### config.mk
export PLATFORM = sky130hd
export DESIGN_NAME = afj_front
export DESIGN_NICKNAME = d
export VERILOG_FILES = /design/src/rtl/core/afj_pkg.sv /design/src/rtl/core/afj_front.sv
export SDC_FILE = /design/constraint.sdc
export NUM_CORES = 1
export LEC_CHECK = 0
export CAP_MARGIN = 20
export CORE_MARGIN = 1
export CORE_UTILIZATION = 40
export DETAILED_ROUTE_END_ITERATION = 10
export DONT_BUFFER_PORTS = 1
export HOLD_SLACK_MARGIN = 0.06
export PLACE_DENSITY = 0.64
export REMOVE_ABC_BUFFERS = 1
export SYNTH_ARGS = -nofsm -noshare
export SYNTH_HDL_FRONTEND = slang
export SYNTH_SLANG_ARGS = --single-unit
### constraint.sdc
create_clock -name clk -period 5.15 [get_ports clk]
set_input_delay 0.7725 -clock clk [delete_from_list [all_inputs] [get_ports clk]]
set_output_delay 0.7725 -clock clk [all_outputs]
set_load 0.03 [all_outputs]
### src/rtl/core/afj_pkg.sv
`timescale 1ns / 1ps
package afj_pkg;

  localparam int ANGLE_BITS_DEF = 16;
  localparam int FRAC_BITS_DEF  = 16;

  localparam int NUM_JOINTS    = 5;
  localparam int NUM_COLS      = 6;
  localparam int NUM_ROWS      = 3;
  localparam int CORDIC_STEPS  = 30;
  localparam int STEPS_PER_CYC = 5;
  localparam int CORDIC_CYCLES = CORDIC_STEPS / STEPS_PER_CYC;
  localparam int CW            = 34;
  localparam int ZW            = 33;
  localparam int PHASE_BITS    = 32;
  localparam int LAST_STEP     = 35;

  localparam logic signed [CW-1:0] CORDIC_GAIN = 34'sd652032874;

  // Joint lanes of the rotator
  localparam int LANE_BASE     = 0;
  localparam int LANE_SHOULDER = 1;
  localparam int LANE_S23      = 2;
  localparam int LANE_S234     = 3;
  localparam int LANE_WRIST2   = 4;

  typedef enum logic [2:0] {
    REG_UPPER_ARM  = 3'd0,
    REG_FOREARM    = 3'd1,
    REG_SHOULDER   = 3'd2,
    REG_WRIST_ONE  = 3'd3,
    REG_WRIST_TWO  = 3'd4
  } cfg_reg_t;

  typedef struct packed {
    logic valid;
    logic ready;
  } q_hs_t;

  function automatic logic signed [ZW-1:0] atan_turn(input logic [4:0] i);
    logic signed [ZW-1:0] r;
    unique case (i)
      5'd0:  r = 33'sd536870912;
      5'd1:  r = 33'sd316933406;
      5'd2:  r = 33'sd167458907;
      5'd3:  r = 33'sd85004756;
      5'd4:  r = 33'sd42667331;
      5'd5:  r = 33'sd21354465;
      5'd6:  r = 33'sd10679838;
      5'd7:  r = 33'sd5340245;
      5'd8:  r = 33'sd2670163;
      5'd9:  r = 33'sd1335087;
      5'd10: r = 33'sd667544;
      5'd11: r = 33'sd333772;
      5'd12: r = 33'sd166886;
      5'd13: r = 33'sd83443;
      5'd14: r = 33'sd41722;
      5'd15: r = 33'sd20861;
      5'd16: r = 33'sd10430;
      5'd17: r = 33'sd5215;
      5'd18: r = 33'sd2608;
      5'd19: r = 33'sd1304;
      5'd20: r = 33'sd652;
      5'd21: r = 33'sd326;
      5'd22: r = 33'sd163;
      5'd23: r = 33'sd81;
      5'd24: r = 33'sd41;
      5'd25: r = 33'sd20;
      5'd26: r = 33'sd10;
      5'd27: r = 33'sd5;
      5'd28: r = 33'sd3;
      5'd29: r = 33'sd1;
      default: r = '0;
    endcase
    return r;
  endfunction

endpackage

### src/rtl/core/afj_front.sv
`timescale 1ns / 1ps
module afj_front #(
  parameter int ANGLE_BITS = afj_pkg::ANGLE_BITS_DEF
) (
  input  logic clk,
  input  logic rst,
  input  logic in_valid,
  output logic in_ready,
  input  logic [2:0] req_type,
  input  logic [ANGLE_BITS-1:0] angle_base,
  input  logic [ANGLE_BITS-1:0] angle_shoulder,
  input  logic [ANGLE_BITS-1:0] angle_elbow,
  input  logic [ANGLE_BITS-1:0] angle_wrist_one,
  input  logic [ANGLE_BITS-1:0] angle_wrist_two,
  output afj_pkg::q_hs_t q_hs_out,
  input  logic q_pop,
  output logic [2:0] q_frame,
  output logic [afj_pkg::NUM_JOINTS-1:0][ANGLE_BITS-1:0] q_phase
);
  import afj_pkg::*;

  logic [2:0] frame_mem [2];
  logic [NUM_JOINTS-1:0][ANGLE_BITS-1:0] phase_mem [2];
  logic wr_ptr;
  logic rd_ptr;
  logic [1:0] count;
  logic push;
  logic [2:0] frame_in;
  logic [NUM_JOINTS-1:0][ANGLE_BITS-1:0] phase_in;

  assign in_ready = (count != 2'd2);
  assign push     = in_valid && in_ready;

  // classify: frame number 1..6, out-of-range selectors fold to frame 6
  assign frame_in = (req_type > 3'd5) ? 3'd6 : req_type + 3'd1;

  // joint sums wrap modulo one turn
  always_comb begin
    phase_in[LANE_BASE]     = angle_base;
    phase_in[LANE_SHOULDER] = angle_shoulder;
    phase_in[LANE_S23]      = angle_shoulder + angle_elbow;
    phase_in[LANE_S234]     = angle_shoulder + angle_elbow + angle_wrist_one;
    phase_in[LANE_WRIST2]   = angle_wrist_two;
  end

  always_ff @(posedge clk) begin
    if (push) begin
      frame_mem[wr_ptr] <= frame_in;
      phase_mem[wr_ptr] <= phase_in;
    end
  end

  always_ff @(posedge clk) begin
    if (rst) begin
      wr_ptr <= 1'b0;
      rd_ptr <= 1'b0;
      count  <= 2'd0;
    end else begin
      if (push) wr_ptr <= ~wr_ptr;
      if (q_pop) rd_ptr <= ~rd_ptr;
      count <= count + {1'b0, push} - {1'b0, q_pop};
    end
  end

  assign q_hs_out.valid = (count != 2'd0);
  assign q_hs_out.ready = in_ready;
  assign q_frame        = frame_mem[rd_ptr];
  assign q_phase        = phase_mem[rd_ptr];

endmodule

==> results of run 1 <==
## cells in the final DEF, fill, tap and decap left out, types with 5 or more instances in the layout
| master | n |
|---|---|
| edfxtp_1 | 166 |
| mux2_2 | 83 |
| ha_1 | 35 |
| a21oi_1 | 23 |
| nor2_1 | 23 |
| xnor2_1 | 17 |
| clkbuf_16 | 17 |
| xor2_1 | 13 |
| nand2_1 | 12 |
| a21o_1 | 10 |
| inv_1 | 9 |
| o21ai_1 | 7 |
| nand3_1 | 6 |
| o21ai_0 | 6 |
| nor3_1 | 5 |
## power groups by stage
stage | clock (uW) | sequential, uW | combinational (uW)
3_5_place_dp | 0 | 1970 | 1080
4_1_cts | 1290 | 1940 | 1090
3_3_place_gp | 0 | 1950 | 1060
2_1_floorplan | 0 | 1970 | 896
6_report | 1260 | 1930 | 1070
5_1_grt | 1350 | 1960 | 1150
## sequential cells by signal (all words and copies together), names as in the netlist, named ones only
name,count
count,2
frame_mem,6
wr_ptr,1
rd_ptr,1
phase_mem,160
## kinds of logic (layout without fill, tap and decap cells)
family / after synthesis / count (layout)
adder cells (fa/ha/maj): 37 / 37
buffers and inverters: 19 / 44
flip-flops: 171 / 171
XOR/XNOR: 30 / 30
AND/OR/NAND/NOR: 61 / 61
multiplexers: 83 / 83
AO/OA/AOI/OAI: 71 / 71
## path summary, 6_finish.rpt
kind                            slack [ps]  cells after the start                to               from
worst min-delay path                   410                      1         flip-flop                rst
worst max-delay path                  1070                     17  phase_mem[1][63]  angle_shoulder[0]
worst min register to register         520                      2         flip-flop             rd_ptr
worst max register to register        2280                      4  phase_mem[0][64]           count[0]
## layer usage
metal	vias to the layer above	global-route usage
met4	0	0.0549
met2	135	0.247
li1	1852	-
met5	-	0
met3	12	0.0668
met1	1905	0.166
## layout make-up
| class | instances | area (um2) |
|---|---|---|
| Timing Repair Buffer | 4 | 30.0 |
| Clock buffer | 17 | 425 |
| Multi-Input combinational cell | 282 | 2450 |
| Fill cell | 1642 | 10200 |
| Inverter | 9 | 33.8 |
| Tap cell | 234 | 293 |
| Sequential cell | 171 | 5090 |
| Clock inverter | 14 | 165 |
## through the flow
stage	util	cell area (um2)	setup WS, ps	total power, uW
2_1_floorplan	-	7560	69.6	2870
3_3_place_gp	0.424	7900	725	3020
3_5_place_dp	0.424	7900	642	3050
4_1_cts	0.455	8490	1100	4320
5_1_grt	0.455	8490	753	4460
6_report	0.455	8490	1070	4260
==> key figures, run 1 <==
Floorplanning
  • DIE HEIGHT: 140 um
  • Die area: 19,600 um2
  • Die X: 140 um
  • I/O pins: 173
  • Num rows: 50
  • Initial Utilization: 0.408
  • Core area: 18,600 um2

Drt
  • Met1 WL: 5750 um
  • Top layer reached by signal wires: met4
  • Met3 wire len: 1210 um
  • Drt wl/cell: 19.1 um
  • Post-route ant nets: 0
  • Post-route DRC: 0
  • DRT Wirelength: 13,900 um
  • Routed vias/inst: 5.34
  • DR iter-0 viols: 131
  • Met2 wire len: 6830 um
  • Via count: 3,904
  • 1st-pass router iterations: 4

Yosys
  • Synth Area in Simple Gates: 0.0384
  • Area leader, netlist: edfxtp_1
  • Largest family of logic cells by synthesized area: multiplexers
  • Area fraction in compound gates after synthesis: 0.0621
  • Post-Syn Area: 7600 um2
  • Adder-Cell Fraction of Synth Area: 0.0629
  • Gate Count Post-Synth: 472
  • Post-synth EDFFs: 166
  • Synthesized area per cell: 16.1 um2
  • Post-synth top flop: edfxtp_1
  • Sequential-to-total area share from yosys stat: 0.669
  • Post-synth top area share: 0.656
  • Register bit total from synthesis: 171
  • Post-synthesis mux area share: 0.123
  • Top cells by count, synth: 166 x edfxtp_1, 83 x mux2_2, 35 x ha_1, 24 x nor2_1, 23 x a21oi_1
  • Dominant cells by area after synthesis: edfxtp_1 66%, mux2_2 12%, ha_1 5.8%
  • Most frequent cell after synthesis: edfxtp_1
  • Async SR Flop Fraction: 0
  • XOR/XNOR Fraction of Synth Area: 0.0346
  • Post-synth cell types: 43
  • Ys Warns: 0

STA
  • Max_slew headroom: 0.375
  • Setup violations, final: 0
  • Final hold violation count: 0
  • Final setup skew: 5.54 ps
  • Final worst path period share: 0.792
  • Setup tns final: 0 ps
  • Final hold slack: 406 ps
  • Unrepaired setup endpoints after global routing: false
  • Tightest Pin Transition: 936 ps
  • Count of final max-slew check failures: 0
  • Min Clock Period, post-route: 4080 ps
  • Max Clk Rate: 245 MHz

Global routing
  • Vias in the first global route: 4,028
  • First-pass GRT wire length: 21,500 um
  • Grt total ovfl: 0
  • Initial antenna violation count: 0
  • Largest net degree at the start of global routing: 52
  • GRT Util Overall: 0.148

Status
  • Outcome: finished, final reports clean

Place
  • Placer Congestion: 0.775
  • Inst Count DP: 700
  • Post-DP HPWL: 9830 um
  • Port bufs: 0

Clock tree
  • Clk_lat worst skew: 420 ps
  • Post-CTS Setup Bufs: 0
  • Clk buf depth: 2
  • Num CTS Buffers: 17
  • Htree depth: 4
  • Clock sinks: 171
  • Post-CTS Hold Fix Bufs: 0
  • CTS tree: built
  • Cts repair resizes: 0
  • Clk root buf: clkbuf_16
  • Register clock-pin slew on the reported worst setup and hold paths: 70 ps

Power
  • Cell Pwr Density: 502 nW/um2
  • Sw Pwr: 1360 uW
  • Int Power: 2900 uW
  • Seq pwr share: 0.453
  • Switching Fraction: 0.320
  • Static leakage: 0.00294 uW
  • Combinational share of power: 0.251
  • Max IR drop VDD: 0.000266 V
  • Clk pwr share: 0.296

Finish
  • Nets: 609
  • Layout Cells excl Fill: 731
  • Share of layout cells above drive strength 1: 0.256
  • Diode count: 0
  • Area Overhead vs Synth: 11.7%

Worst setup path
  • Crit path max-delay family: compound AO/OA/AOI/OAI gates
  • CP endpoint kind: flip-flop
  • CP peak stage delay: 450 ps
  • Critical path arrival: 4240 ps
  • CP max FO: 4
  • Setup crit start kind: input port
  • Setup CP Type: in -> reg
  • CP required: 5310 ps
  • Cells along the critical path: ha_1 > fa_1 > a21o_1 > a21oi_1 > o21bai_1 > a21oi_1 > o21bai_1 > a21oi_1 > xnor2_1 > ha_1 > a21oi_1 > nor2_1 > a31o_1 > o22ai_2 > or4b_1 > o311ai_1 > xor2_1
  • CP max-delay cell: or4b_1
  • CP Buf/Inv Count: 0
  • Crit-path most repeated cell: a21oi_1

Job
  • Maxcap violations: 0

Hold path
  • HP Class: in -> reg
Power figures use the tool's default switching activity.
==> run 2, diff against run 1 <==
Settings changed: PLACE_DENSITY 0.64 to 0.62.
Clock period 5.15 ns to 4.2 ns, I/O delays scaled along.
==> run 2 against run 1 <==
- sequential share of layout area fell by 0.70 points
- cell count grew 1.6%
- final area grew 1.2%
- clock power grew 24%
- sequential cell count is the same
- clock-buffer cell count unchanged
- largest cell class unchanged
- largest power group unchanged
==> key figures, run 2 (same netlist as run 1, synthesis figures left out) <==
Drt
  • Post-route ant nets: 0 (unchanged)
  • 1st-pass router iterations: 4 (unchanged)
  • Via count: 3,958 (was 3,904)
  • Post-route DRC: 0 (unchanged)
  • Drt wl/cell: 19.1 um (about the same)
  • Routed vias/inst: 5.33 (was 5.34)
  • DRT Wirelength: 14,200 um (was 13,900 um)
  • DR iter-0 viols: 167 (was 131)

Floorplanning
  • Num rows: 50 (unchanged)
  • Die X: 140 um (unchanged)
  • Core area: 18,600 um2 (unchanged)
  • DIE HEIGHT: 140 um (unchanged)
  • I/O pins: 173 (unchanged)
  • Initial Utilization: 0.408 (unchanged)
  • Die area: 19,600 um2 (unchanged)

Worst setup path
  • CP max-delay cell: or4b_1 (unchanged)
  • Setup crit start kind: input port (unchanged)
  • Cells along the critical path: ha_1 > fa_1 > a21o_1 > a21oi_1 > o21bai_1 > a21oi_1 > o21bai_1 > a21oi_1 > xnor2_1 > ha_1 > a21oi_1 > nor2_1 > a31o_1 > o22ai_2 > or4b_1 > o311ai_1 > xor2_1 (unchanged)
  • CP peak stage delay: 460 ps (was 450 ps)
  • Setup CP Type: in -> reg (unchanged)
  • Crit-path most repeated cell: a21oi_1 (unchanged)
  • CP max FO: 3 (was 4)
  • CP endpoint kind: flip-flop (unchanged)
  • CP required: 4350 ps (was 5310 ps)
  • Critical path arrival: 3940 ps (was 4240 ps)

Place
  • Port bufs: 0 (unchanged)
  • Post-DP HPWL: 9900 um (was 9830 um)
  • Inst Count DP: 712 (was 700)
  • DP Area: 8000 um2 (was 7900 um2)
  • Placer Congestion: 0.759 (was 0.775)

STA
  • Max Clk Rate: 264 MHz
  • Setup violations, final: 0 (unchanged)
  • Count of final max-slew check failures: 0 (unchanged)
  • Max_slew headroom: 0.539 (was 0.375)
  • Min Clock Period, post-route: 3790 ps
  • Tightest Pin Transition: 691 ps (was 936 ps)
  • Final setup skew: 5.17 ps (was 5.54 ps)
  • Final hold violation count: 0 (unchanged)
  • Unrepaired setup endpoints after global routing: false (unchanged)
  • Final worst path period share: 0.902
  • Setup tns final: 0 ps (unchanged)
  • Final hold slack: 267 ps (was 406 ps)

Clock tree
  • Post-CTS Setup Bufs: 0 (unchanged)
  • Num CTS Buffers: 17 (unchanged)
  • CTS tree: built (unchanged)
  • Clk buf depth: 2 (unchanged)
  • Clk_lat worst skew: 420 ps (about the same)
  • Clock sinks: 171 (unchanged)
  • Post-CTS Hold Fix Bufs: 0 (unchanged)
  • Clk root buf: clkbuf_16 (unchanged)
  • Register clock-pin slew on the reported worst setup and hold paths: 60 ps (was 70 ps)
  • Htree depth: 4 (unchanged)
  • Cts repair resizes: 0 (unchanged)

Power
  • Int Power: 3590 uW (was 2900 uW)
  • Clk pwr share: 0.295 (was 0.296)
  • Switching Fraction: 0.320 (about the same)
  • Static leakage: 0.00302 uW (was 0.00294 uW)
  • Cell Pwr Density: 615 nW/um2 (was 502 nW/um2)
  • Combinational share of power: 0.257 (was 0.251)
  • Sw Pwr: 1690 uW (was 1360 uW)
  • Max IR drop VDD: 0.000506 V (was 0.000266 V)
  • Seq pwr share: 0.448 (was 0.453)

Finish
  • Diode count: 0 (unchanged)
  • Share of layout cells above drive strength 1: 0.275 (was 0.256)
  • Fin area: 8590 um2 (was 8490 um2)
  • Commonest cells after routing, fill and taps aside: 166 x edfxtp_1, 83 x mux2_2, 35 x ha_1 (unchanged)
  • Area Overhead vs Synth: 13.0% (was 11.7%)
  • Biggest regs: phase_mem (160), frame_mem (6), count (2) (unchanged)
  • Most common cell after layout, fill and taps aside: edfxtp_1 (unchanged)
  • Layout Cells excl Fill: 743 (was 731)
  • Nets: 621 (was 609)
  • Max FFs per register: 160 (unchanged)
  • Biggest register: phase_mem (unchanged)

Global routing
  • First-pass GRT wire length: 21,600 um (was 21,500 um)
  • Grt total ovfl: 0 (unchanged)
  • GRT Util Overall: 0.149 (was 0.148)
  • Initial antenna violation count: 0 (unchanged)
  • Largest net degree at the start of global routing: 84 (was 52)
  • Vias in the first global route: 4,047 (was 4,028)

Hold path
  • HP Class: in -> reg (unchanged)

Status
  • Outcome: finished, final reports clean (unchanged)

Job
  • Maxcap violations: 0 (unchanged)
run 2: changes by cell type in the layout (fill, tap and decap cells not counted):
cell	delta
buf_4	+11
clkinv_2	+2
clkinvlp_4	-2
inv_8	+2
buf_12	+1
clkinv_1	-1
clkinv_8	-1
run 2: layout make-up:
type | instances | area [um2]
fillers | 1591 | 10100
flip-flops and latches | 171 | 5090
multi-input cells | 282 | 2450
clock buffers | 17 | 425
well taps | 234 | 293
clock inverters | 14 | 163
repair buffers | 16 | 133
inverters | 9 | 33.8
run 2: metrics by stage:
stage,setup WS [ps],utilization,power (uW)
floorplan,-880,-,3510
global placement,24.3,0.429,3740
detailed placement,-46.0,0.429,3770
CTS,407,0.461,5340
global route,177,0.461,5520
finish,411,0.461,5280
run 2: path summary, 6_finish.rpt:
check	to	startpoint	cells after the start	slack, ps
worst max-delay path	phase_mem[1][63]	angle_shoulder[0]	17	410
worst max register to register	phase_mem[1][77]	count[0]	3	1780
worst min register to register	flip-flop	rd_ptr	2	520
worst min-delay path	flip-flop	rst	1	270
run 2: worst max-delay path: cells and delay by family:
family | cells | cell delay, ps
xor gates and xnor gates | 2 | 320
and+or+nand+nor | 2 | 510
adders and majority gates | 3 | 910
AOI/OAI and AO/OA | 10 | 1570
run 2: routing by layer:
metal  up-vias  GRT usage  share of wire
met5         -          0              0
met4         0     0.0613          0.017
met3        18     0.0719          0.095
met2       156      0.246           0.48
met1      1904      0.163           0.41
li1       1880          -              -
run 2: power groups by stage:
stage,Sequential (uW),Clock (uW),Combinational [uW]
3_5_place_dp,2410,0,1370
4_1_cts,2370,1600,1370
3_3_place_gp,2390,0,1350
5_1_grt,2390,1670,1460
2_1_floorplan,2420,0,1100
6_report,2370,1560,1360
